$ cat src/rtl/s256md_pkg.sv
// s256md_pkg: shared types, constants and SHA-256 helper functions.
// No dependencies; used by every module of the digest core.
package s256md_pkg;

  typedef logic [31:0] word_t;

  // Control from the sequencer to the message schedule
  typedef struct packed {
    logic       shift_byte;  // shift one byte into the block
    logic       shift_word;  // advance the schedule by one word
    logic [7:0] data;        // byte to shift in
  } sched_ctl_t;

  // Control from the sequencer to the compression unit
  typedef struct packed {
    logic load;     // working vars <= hash
    logic step;     // one compression round
    logic fold;     // hash += working vars
    logic restart;  // hash <= initial values
  } rnd_ctl_t;

  localparam word_t INIT_HASH [8] = '{
    32'h6a09e667, 32'hbb67ae85, 32'h3c6ef372, 32'ha54ff53a,
    32'h510e527f, 32'h9b05688c, 32'h1f83d9ab, 32'h5be0cd19
  };

  localparam logic [7:0] PAD_MARKER = 8'h80;
  localparam logic [5:0] LEN_POS    = 6'd56;

  function automatic word_t rotr(input word_t x, input int unsigned n);
    rotr = (x >> n) | (x << (32 - n));
  endfunction

  function automatic word_t ssig0(input word_t x);
    ssig0 = rotr(x, 7) ^ rotr(x, 18) ^ (x >> 3);
  endfunction

  function automatic word_t ssig1(input word_t x);
    ssig1 = rotr(x, 17) ^ rotr(x, 19) ^ (x >> 10);
  endfunction

  function automatic word_t bsig0(input word_t x);
    bsig0 = rotr(x, 2) ^ rotr(x, 13) ^ rotr(x, 22);
  endfunction

  function automatic word_t bsig1(input word_t x);
    bsig1 = rotr(x, 6) ^ rotr(x, 11) ^ rotr(x, 25);
  endfunction

  function automatic word_t round_k(input logic [5:0] idx);
    case (idx)
      6'd0:  round_k = 32'h428a2f98;  6'd1:  round_k = 32'h71374491;
      6'd2:  round_k = 32'hb5c0fbcf;  6'd3:  round_k = 32'he9b5dba5;
      6'd4:  round_k = 32'h3956c25b;  6'd5:  round_k = 32'h59f111f1;
      6'd6:  round_k = 32'h923f82a4;  6'd7:  round_k = 32'hab1c5ed5;
      6'd8:  round_k = 32'hd807aa98;  6'd9:  round_k = 32'h12835b01;
      6'd10: round_k = 32'h243185be;  6'd11: round_k = 32'h550c7dc3;
      6'd12: round_k = 32'h72be5d74;  6'd13: round_k = 32'h80deb1fe;
      6'd14: round_k = 32'h9bdc06a7;  6'd15: round_k = 32'hc19bf174;
      6'd16: round_k = 32'he49b69c1;  6'd17: round_k = 32'hefbe4786;
      6'd18: round_k = 32'h0fc19dc6;  6'd19: round_k = 32'h240ca1cc;
      6'd20: round_k = 32'h2de92c6f;  6'd21: round_k = 32'h4a7484aa;
      6'd22: round_k = 32'h5cb0a9dc;  6'd23: round_k = 32'h76f988da;
      6'd24: round_k = 32'h983e5152;  6'd25: round_k = 32'ha831c66d;
      6'd26: round_k = 32'hb00327c8;  6'd27: round_k = 32'hbf597fc7;
      6'd28: round_k = 32'hc6e00bf3;  6'd29: round_k = 32'hd5a79147;
      6'd30: round_k = 32'h06ca6351;  6'd31: round_k = 32'h14292967;
      6'd32: round_k = 32'h27b70a85;  6'd33: round_k = 32'h2e1b2138;
      6'd34: round_k = 32'h4d2c6dfc;  6'd35: round_k = 32'h53380d13;
      6'd36: round_k = 32'h650a7354;  6'd37: round_k = 32'h766a0abb;
      6'd38: round_k = 32'h81c2c92e;  6'd39: round_k = 32'h92722c85;
      6'd40: round_k = 32'ha2bfe8a1;  6'd41: round_k = 32'ha81a664b;
      6'd42: round_k = 32'hc24b8b70;  6'd43: round_k = 32'hc76c51a3;
      6'd44: round_k = 32'hd192e819;  6'd45: round_k = 32'hd6990624;
      6'd46: round_k = 32'hf40e3585;  6'd47: round_k = 32'h106aa070;
      6'd48: round_k = 32'h19a4c116;  6'd49: round_k = 32'h1e376c08;
      6'd50: round_k = 32'h2748774c;  6'd51: round_k = 32'h34b0bcb5;
      6'd52: round_k = 32'h391c0cb3;  6'd53: round_k = 32'h4ed8aa4a;
      6'd54: round_k = 32'h5b9cca4f;  6'd55: round_k = 32'h682e6ff3;
      6'd56: round_k = 32'h748f82ee;  6'd57: round_k = 32'h78a5636f;
      6'd58: round_k = 32'h84c87814;  6'd59: round_k = 32'h8cc70208;
      6'd60: round_k = 32'h90befffa;  6'd61: round_k = 32'ha4506ceb;
      6'd62: round_k = 32'hbef9a3f7;  6'd63: round_k = 32'hc67178f2;
      default: round_k = 32'h00000000;
    endcase
  endfunction

endpackage

$ cat src/rtl/s256md_sched.sv
// s256md_sched: 512-bit block register and message schedule.
// Depends on s256md_pkg. Bytes shift in big-endian; rounds shift words out.
module s256md_sched (
  input  logic                  clk,
  input  s256md_pkg::sched_ctl_t ctl,
  output s256md_pkg::word_t     w_cur
);

  logic [511:0]      blk_r;
  logic [511:0]      blk_nxt;
  s256md_pkg::word_t w_new;

  // Word k of the window sits at blk_r[511-32k -: 32]; word 0 is W[t]
  assign w_cur = blk_r[511:480];
  assign w_new = s256md_pkg::ssig1(blk_r[63:32]) + blk_r[223:192]
               + s256md_pkg::ssig0(blk_r[479:448]) + blk_r[511:480];

  always_comb begin
    blk_nxt = blk_r;
    if (ctl.shift_byte) begin
      blk_nxt = {blk_r[503:0], ctl.data};
    end else if (ctl.shift_word) begin
      blk_nxt = {blk_r[479:0], w_new};
    end
  end

  always_ff @(posedge clk) begin
    blk_r <= blk_nxt;
  end

endmodule

$ cat src/rtl/s256md_round.sv
// s256md_round: hash state, working variables and the single round unit.
// Depends on s256md_pkg. One compression round per step.
module s256md_round (
  input  logic                  clk,
  input  logic                  rst_n,
  input  s256md_pkg::rnd_ctl_t  ctl,
  input  logic [5:0]            k_idx,
  input  s256md_pkg::word_t     w_t,
  output s256md_pkg::word_t     hash [8]
);

  s256md_pkg::word_t hash_r [8];
  s256md_pkg::word_t wv_r   [8];
  s256md_pkg::word_t t1;
  s256md_pkg::word_t t2;
  s256md_pkg::word_t ch;
  s256md_pkg::word_t mj;

  assign ch = (wv_r[4] & wv_r[5]) ^ (~wv_r[4] & wv_r[6]);
  assign mj = (wv_r[0] & wv_r[1]) ^ (wv_r[0] & wv_r[2]) ^ (wv_r[1] & wv_r[2]);
  assign t1 = wv_r[7] + s256md_pkg::bsig1(wv_r[4]) + ch
            + s256md_pkg::round_k(k_idx) + w_t;
  assign t2 = s256md_pkg::bsig0(wv_r[0]) + mj;

  assign hash = hash_r;

  always_ff @(posedge clk) begin
    if (!rst_n || ctl.restart) begin
      hash_r <= s256md_pkg::INIT_HASH;
    end else if (ctl.fold) begin
      for (int i = 0; i < 8; i++) begin
        hash_r[i] <= hash_r[i] + wv_r[i];
      end
    end
  end

  always_ff @(posedge clk) begin
    if (ctl.load) begin
      wv_r <= hash_r;
    end else if (ctl.step) begin
      wv_r[7] <= wv_r[6];
      wv_r[6] <= wv_r[5];
      wv_r[5] <= wv_r[4];
      wv_r[4] <= wv_r[3] + t1;
      wv_r[3] <= wv_r[2];
      wv_r[2] <= wv_r[1];
      wv_r[1] <= wv_r[0];
      wv_r[0] <= t1 + t2;
    end
  end

endmodule

$ cat src/rtl/sha256_message_digest_core.sv
// sha256_message_digest_core: SHA-256 hasher, top level and sequencer.
// Depends on s256md_pkg, s256md_sched and s256md_round.
//
// Message bytes arrive one per input transfer and are taken at one per
// cycle while a block fills. The 64th byte of a block stalls the input
// while the block is compressed: 64 rounds through the single shared round
// unit, then a fold of the working variables into the hash. A transfer with
// last_byte set then pads the message one byte per cycle outside the
// compressions (the 0x80 marker, zero fill up to byte 56, and the eight
// length bytes), which runs one or two compressions, and finally hands out
// eight digest word transfers, word 0 first. A long message is limited by
// the one-round-per-cycle compression loop, during which no bytes are
// taken. The next message may start as soon as the last digest word is in
// the output register, while it still waits to be taken.
module sha256_message_digest_core (
  input  logic        clk,
  input  logic        rst_n,
  input  logic        in_valid,
  output logic        in_stall,
  input  logic [7:0]  in_data_byte,
  input  logic        in_byte_present,
  input  logic        in_last_byte,
  output logic        out_valid,
  input  logic        out_stall,
  output logic [31:0] out_digest_word,
  output logic [2:0]  out_word_index,
  output logic        out_last_word
);

  localparam logic [2:0] ST_IDLE = 3'd0;  // taking message bytes
  localparam logic [2:0] ST_MARK = 3'd1;  // shift in the 0x80 marker
  localparam logic [2:0] ST_ZERO = 3'd2;  // zero fill up to the length field
  localparam logic [2:0] ST_LEN  = 3'd3;  // eight big-endian length bytes
  localparam logic [2:0] ST_RND  = 3'd4;  // 64 compression rounds
  localparam logic [2:0] ST_FOLD = 3'd5;  // hash += working vars
  localparam logic [2:0] ST_EMIT = 3'd6;  // hand out the digest words

  logic [2:0]  state_r, state_nxt;
  logic [2:0]  ret_r, ret_nxt;       // where to go after a compression
  logic [5:0]  fill_r, fill_nxt;     // bytes held in the block
  logic [63:0] bits_r, bits_nxt;     // message length in bits
  logic [5:0]  rnd_r, rnd_nxt;
  logic [2:0]  len_r, len_nxt;       // length byte being shifted
  logic [2:0]  widx_r, widx_nxt;     // digest word being loaded

  logic        out_valid_r, out_valid_nxt;
  logic [31:0] out_word_r, out_word_nxt;
  logic [2:0]  out_idx_r, out_idx_nxt;
  logic        out_last_r, out_last_nxt;

  logic        in_xfer;
  logic        out_load;

  s256md_pkg::sched_ctl_t sch_ctl;
  s256md_pkg::rnd_ctl_t   rnd_ctl;
  s256md_pkg::word_t      w_cur;
  s256md_pkg::word_t      hash [8];

  s256md_sched u_sched (
    .clk   (clk),
    .ctl   (sch_ctl),
    .w_cur (w_cur)
  );

  s256md_round u_round (
    .clk   (clk),
    .rst_n (rst_n),
    .ctl   (rnd_ctl),
    .k_idx (rnd_r),
    .w_t   (w_cur),
    .hash  (hash)
  );

  assign in_stall = (state_r != ST_IDLE);
  assign in_xfer  = in_valid && !in_stall;

  // Output register may be refilled when empty or when its word is taken
  assign out_load = (state_r == ST_EMIT) && (!out_valid_r || !out_stall);

  always_comb begin
    state_nxt     = state_r;
    ret_nxt       = ret_r;
    fill_nxt      = fill_r;
    bits_nxt      = bits_r;
    rnd_nxt       = rnd_r;
    len_nxt       = len_r;
    widx_nxt      = widx_r;
    sch_ctl       = '0;
    rnd_ctl       = '0;
    out_valid_nxt = out_valid_r && out_stall;
    out_word_nxt  = out_word_r;
    out_idx_nxt   = out_idx_r;
    out_last_nxt  = out_last_r;

    case (state_r)
      ST_IDLE: begin
        if (in_xfer) begin
          if (in_byte_present) begin
            sch_ctl.shift_byte = 1'b1;
            sch_ctl.data       = in_data_byte;
            bits_nxt           = bits_r + 64'd8;
            fill_nxt           = fill_r + 6'd1;
            if (fill_r == 6'd63) begin
              // block full: compress, then pad if this ends the message
              rnd_ctl.load = 1'b1;
              state_nxt    = ST_RND;
              ret_nxt      = in_last_byte ? ST_MARK : ST_IDLE;
            end else if (in_last_byte) begin
              state_nxt = ST_MARK;
            end
          end else if (in_last_byte) begin
            state_nxt = ST_MARK;
          end
        end
      end
      ST_MARK: begin
        sch_ctl.shift_byte = 1'b1;
        sch_ctl.data       = s256md_pkg::PAD_MARKER;
        fill_nxt           = fill_r + 6'd1;
        if (fill_r == 6'd63) begin
          rnd_ctl.load = 1'b1;
          state_nxt    = ST_RND;
          ret_nxt      = ST_ZERO;
        end else begin
          state_nxt = ST_ZERO;
        end
      end
      ST_ZERO: begin
        if (fill_r == s256md_pkg::LEN_POS) begin
          state_nxt = ST_LEN;
        end else begin
          sch_ctl.shift_byte = 1'b1;
          sch_ctl.data       = 8'h00;
          fill_nxt           = fill_r + 6'd1;
          if (fill_r == 6'd63) begin
            // marker spilled past byte 56: finish this block first
            rnd_ctl.load = 1'b1;
            state_nxt    = ST_RND;
            ret_nxt      = ST_ZERO;
          end
        end
      end
      ST_LEN: begin
        sch_ctl.shift_byte = 1'b1;
        sch_ctl.data       = bits_r[{~len_r, 3'b000} +: 8];
        fill_nxt           = fill_r + 6'd1;
        len_nxt            = len_r + 3'd1;
        if (len_r == 3'd7) begin
          rnd_ctl.load = 1'b1;
          state_nxt    = ST_RND;
          ret_nxt      = ST_EMIT;
        end
      end
      ST_RND: begin
        rnd_ctl.step       = 1'b1;
        sch_ctl.shift_word = 1'b1;
        rnd_nxt            = rnd_r + 6'd1;
        if (rnd_r == 6'd63) begin
          state_nxt = ST_FOLD;
        end
      end
      ST_FOLD: begin
        rnd_ctl.fold = 1'b1;
        state_nxt    = ret_r;
      end
      ST_EMIT: begin
        if (out_load) begin
          out_valid_nxt = 1'b1;
          out_word_nxt  = hash[widx_r];
          out_idx_nxt   = widx_r;
          out_last_nxt  = (widx_r == 3'd7);
          widx_nxt      = widx_r + 3'd1;
          if (widx_r == 3'd7) begin
            rnd_ctl.restart = 1'b1;
            bits_nxt        = '0;
            fill_nxt        = '0;
            state_nxt       = ST_IDLE;
          end
        end
      end
      default: begin
        state_nxt = ST_IDLE;
      end
    endcase
  end

  always_ff @(posedge clk) begin
    if (!rst_n) begin
      state_r     <= ST_IDLE;
      ret_r       <= ST_IDLE;
      fill_r      <= '0;
      bits_r      <= '0;
      rnd_r       <= '0;
      len_r       <= '0;
      widx_r      <= '0;
      out_valid_r <= 1'b0;
    end else begin
      state_r     <= state_nxt;
      ret_r       <= ret_nxt;
      fill_r      <= fill_nxt;
      bits_r      <= bits_nxt;
      rnd_r       <= rnd_nxt;
      len_r       <= len_nxt;
      widx_r      <= widx_nxt;
      out_valid_r <= out_valid_nxt;
    end
  end

  always_ff @(posedge clk) begin
    out_word_r <= out_word_nxt;
    out_idx_r  <= out_idx_nxt;
    out_last_r <= out_last_nxt;
  end

  assign out_valid       = out_valid_r;
  assign out_digest_word = out_word_r;
  assign out_word_index  = out_idx_r;
  assign out_last_word   = out_last_r;

`ifndef ASSERT_OFF
  // Compression only ever runs on a completely filled block
  a_rnd_full_block: assert property (@(posedge clk) disable iff (!rst_n)
    (state_r == ST_RND) |-> (fill_r == 6'd0))
    else $error("compression started on a partial block");

  // The fold follows exactly 64 rounds
  a_fold_after_64: assert property (@(posedge clk) disable iff (!rst_n)
    (state_r == ST_FOLD) |-> (rnd_r == 6'd0))
    else $error("round counter not wrapped at fold");

  // Digest words follow one another without a gap, in order
  a_word_order: assert property (@(posedge clk) disable iff (!rst_n)
    (out_valid && !out_stall && !out_last_word) |=>
      (out_valid && (out_word_index == $past(out_word_index) + 3'd1)))
    else $error("digest words out of order");

  // A new message is taken only after the length count has been cleared
  a_idle_clean: assert property (@(posedge clk) disable iff (!rst_n)
    (out_valid && out_last_word && $rose(out_valid) == 1'b0 && state_r == ST_IDLE
      && $past(state_r) == ST_EMIT) |-> (bits_r == 64'd0))
    else $error("length not cleared after digest");
`endif

endmodule

$ cat config.mk
export PLATFORM = sky130hd
export DESIGN_NAME = sha256_message_digest_core
export DESIGN_NICKNAME = d
export VERILOG_FILES = /design/src/rtl/s256md_pkg.sv /design/src/rtl/s256md_sched.sv /design/src/rtl/s256md_round.sv /design/src/rtl/sha256_message_digest_core.sv
export SDC_FILE = /design/constraint.sdc
export NUM_CORES = 2
export LEC_CHECK = 0
export BUFFER_PORTS_ARGS = -buffer_cell sky130_fd_sc_hd__clkbuf_2
export CORE_MARGIN = 5
export CORE_UTILIZATION = 45
export DETAILED_ROUTE_END_ITERATION = 8
export HOLD_SLACK_MARGIN = 0.12
export PLACE_DENSITY = 0.6
export SLEW_MARGIN = 10
export SYNTH_ARGS = -nofsm -noshare
export SYNTH_HDL_FRONTEND = slang
export SYNTH_SLANG_ARGS = --single-unit
$ cat constraint.sdc
create_clock -name clk -period 9.7 [get_ports clk]
set_input_delay 0.485 -clock clk [delete_from_list [all_inputs] [get_ports clk]]
set_output_delay 0.485 -clock clk [all_outputs]
set_load 0.05 [all_outputs]
==> impl.org <==
** CTS
- The longest clock path from root to sink contains 3 buffers.
- The tree is rooted in a clkbuf_16.
- Count of H-tree levels built during CTS :: 4
- After clock tree synthesis, the clock-pin slew on the worst setup and hold paths is about 0.060 ns.
- Number of setup buffers added after CTS :: 0
- TritonCTS clock tree :: built
- TritonCTS created 142 clock buffers.
- Clk Latency, worst-skew pair :: roughly 0.85 ns
- # clock sinks :: 1178
- After clock tree synthesis, the repair step resized 0 gates.

** GRT
- The initial antenna violation count is 3.
- Global-route usage over all layers :: 26.2%
- The first global-routing pass estimated between 300 and 400 mm of wire.
- Global routing finished with a remaining overflow of 0.
- Largest net degree at the start of global routing :: roughly 240
- Vias in the first global route :: about 57000

** Worst setup path
- For this run, the slowest stage of the critical path takes between 0.5 and 0.6 ns.
- Crit Reg-Reg Endpoint :: u_round.wv_r[255]$_DFFE_PP_
- STA puts the critical path data arrival time at about 9.0 ns.
- For the worst setup path, the data required time is a little over 10 ns.
- Start-to-end type of the worst setup path :: reg -> reg
- Crit. End Element :: flop
- Worst setup path startpoint :: u_round.wv_r[122]$_DFFE_PP_
- For this design, the slowest cell found on the critical path is edfxtp_1.
- CP dominant cell by count :: fa_1
- Across all register-to-register paths, the minimum setup slack is ~1.2 ns.
- Startpoint of the worst-slack reg-to-reg timing path :: u_round.wv_r[122]$_DFFE_PP_
- STA classifies the critical path startpoint as a flop.
- Worst-path maximum fanout :: 6
- Measured in cells, the most critical reg-to-reg path has a length of 30.

** Floorplan
- Core Rows :: roughly 150
- For this configuration, the core starts out at a cell density of between 40 and 50%.
- Total die area :: 0.178 mm2
- Chip width :: 422 um
- 52 I/O pins were placed.
- The core region is approximately 0.17 mm2.
- The die is ~420 um tall.

** Logic synthesis
- Sorting the synthesized cells by area gives the leading types as edfxtp_1, nand2_1, dfxtp_1.
- Share of async-settable or async-resettable flops after synthesis :: 0%
- Synthesized instance count :: 8519
- Syn Nets :: approximately 9100
- Cell area after synthesis :: between 0.07 and 0.08 mm2
- Warnings, synthesis :: 0
- Synthesized area per cell :: ~9.0 um2
- Cell accounting for the most synthesized area :: edfxtp_1
- Post-synthesis sequential area ratio :: 41.4%
- Among all flip-flop cells after synthesis, the most frequent one is edfxtp_1.
- In this run, distinct cell masters in the synthesized netlist total 85.
- The synthesized design contains ~1200 register bits.
- Of the post-synthesis cell area, the dominant cell type holds about a third.
- Yosys mapped a number of flops with a built-in enable equal to about 800.

** Hold path
- The path class of the tightest hold or removal check is in -> reg.
- The worst hold path terminates at state_r[2]$_SDFFE_PN0P_.
- In this run the most critical hold path is launched from in_byte_present.
- The worst hold path passes through 5 cells.

** Detailed routing
- For this block, the routed nets add up to 240 mm of wire.
- In the final routed layout, each cell accounts on average for roughly 23 um.
- Before antenna repair, the detailed router went through 6 iterations.
- Routed Antenna Nets :: 0
- First-iteration detailed-routing DRC count :: 6253
- In the routed layout, each cell is associated on average with a via count of around 5.7.
- For this run, design rule violations remaining after detail routing come to 0.
- The routed layout has between 60000 and 70000 vias.

** STA
- In the post-route analysis, the smallest setup slack over all paths is around 1.2 ns.
- The final critical path takes up 87.4% of the cycle.
- On the final layout, the worst clock skew is 0.0640 ns.
- Crit path time final :: ~8.5 ns
- Unrepaired setup endpoints after global routing :: no
- Final hold viol count :: 0
- TNS Setup :: 0 ns
- Setup violations remaining at the end of the flow were counted as 0.
- The count of final max-slew check failures is 0.
- Headroom to the max-slew limit :: roughly 24%
- At the pin with the least slew margin, the transition time is 1.14 ns.
- F_max :: between 0.1 and 0.15 GHz

** Status
- Result of the run :: finished clean

** Place
- Weighted congestion reported at the end of routability-driven placement :: between 0.9 and 1
- Port-buffer cells :: between 50 and 60
- Prior to clock tree synthesis, the placed netlist has a worst setup slack of 1.36 ns.
- Detailed placement finished with a half-perimeter wire length of 174 mm.

** Final layout
- Share of final-layout standard cells stronger than drive strength 1 :: under 10%
- Number of nets in the layout :: around 8900
- Synth-to-Final Area Change :: 8.75%

** Job
- Max-capacitance violation count :: 0
worst max-delay path by stage:
stage | endpoint | slack [ns] | cells after the start
detailed placement | u_round.wv_r[255]$_DFFE_PP_ | 1.36 | 30
global route | u_round.wv_r[255]$_DFFE_PP_ | 0.71 | 30
floorplan | u_sched.blk_r[0]$_DFFE_PP_ | 1.61 | 7
CTS | u_round.wv_r[255]$_DFFE_PP_ | 1.28 | 30
finish | u_round.wv_r[255]$_DFFE_PP_ | 1.22 | 30
global placement | u_round.wv_r[255]$_DFFE_PP_ | 1.37 | 30
repair_timing:
item                                    4_1_cts  5_1_grt
endpoints found under the hold margin         9        0
endpoints found under the setup margin        0        0
hold buffers                                  9        0
stage by stage:
stage | cells | hold WS (ns) | instance area (um2) | util, %
floorplan | 8519 | 0.435 | 76300 | -
global placement | 10400 | 0.455 | 78200 | 46.2
detailed placement | 10400 | 0.462 | 78200 | 46.2
CTS | 10600 | 0.227 | 83000 | 49.1
global route | 10600 | 0.301 | 83000 | 49.1
finish | 10600 | 0.293 | 83000 | 49.1
layer usage:
layer | track usage [%] | vias to the layer above | share of wire [%]
li1 | - | 28800 | -
met1 | 37.0 | 29500 | 44
met2 | 41.1 | 2110 | 45
met3 | 4.19 | 406 | 6.8
met4 | 8.98 | 2 | 3.5
met5 | 0 | - | 0.0058
worst max-delay path: cells and delay by family, from the launching register on:
kind                       cells  cell delay (ns)
DFF                            1             0.59
AOI/OAI and AO/OA             13             3.19
xor gates and xnor gates       4             0.96
and+or+nand+nor                4             0.43
adders and majority gates      7             2.86
buffers and inverters          2             0.12
logic make-up (layout without fill, tap and decap cells):
group	Yosys count	after routing	synth area share, %
adders and majority gates	613	613	11.9
xor gates and xnor gates	604	604	6.97
buffers and inverters	854	751	4.21
muxes	161	161	3.47
DFF	1178	1178	41.4
and+or+nand+nor	3446	3446	18.5
AOI/OAI and AO/OA	1663	1663	13.5
other	0	1	0
cell usage after synthesis, types with 11 or more instances:
library cell and count:
nand3b_1 12, ha_1 396, mux2_2 60, nor3_1 72, o21bai_1 34, nor2b_1 64, or2_2 15, a211oi_1 47
nand2_1 2540, o31ai_1 31, a21oi_1 540, a31o_2 11, o21a_1 57, xor2_1 229, nor4_1 11, dfxtp_1 374
o22ai_1 17, o311ai_0 16, o21ai_0 390, and2_1 23, fa_1 195, inv_1 360, a311oi_1 16, a211o_1 13
xnor2_1 373, a21o_1 184, mux2i_1 24, nor2_1 380, nand2b_1 71, and3_1 41, edfxtp_1 804, buf_1 26
maj3_1 22, nand4_1 35, nand3_1 111, a31oi_1 46, or3_1 43, mux4_2 77, clkbuf_1 460, a221oi_1 13
o211ai_1 106, a221o_1 13, a21boi_0 22
flip-flops by register name (all words and copies together), names as in the netlist, named ones only:
register and count:
u_sched.blk_r 512, u_round.hash 256, u_round.wv_r 256, bits_r 61, out_digest_word 32, fill_r 6, rnd_r 6, len_r 3
out_word_index 3, ret_r 3, state_r 3, widx_r 3, out_last_word 1, out_valid 1
area by class of cell:
type                            instances  area (um2)
Clock buffer                          195        3950
Tap cell                             2218        2780
Inverter                              364        1370
Clock inverter                         68         777
Multi-Input combinational cell       6487       41600
Fill cell                           15800       86100
Timing Repair Buffer                  124         913
Antenna cell                            1        2.50
Sequential cell                      1178       31600
cells in the final DEF, fill, tap and decap left out, types with 72 or more instances in the layout:
master        n
nand2_1    2539
edfxtp_1    804
a21oi_1     538
ha_1        396
o21ai_0     390
nor2_1      378
xnor2_1     373
dfxtp_1     371
inv_1       359
xor2_1      229
fa_1        195
a21o_1      184
clkbuf_16   145
nand3_1     110
o211ai_1    106
mux4_2       77
nor3_1       72
Power is left out: the tool's default activity adds up to more than one toggle a clock period on the data nets, which glitch-free logic cannot reach.
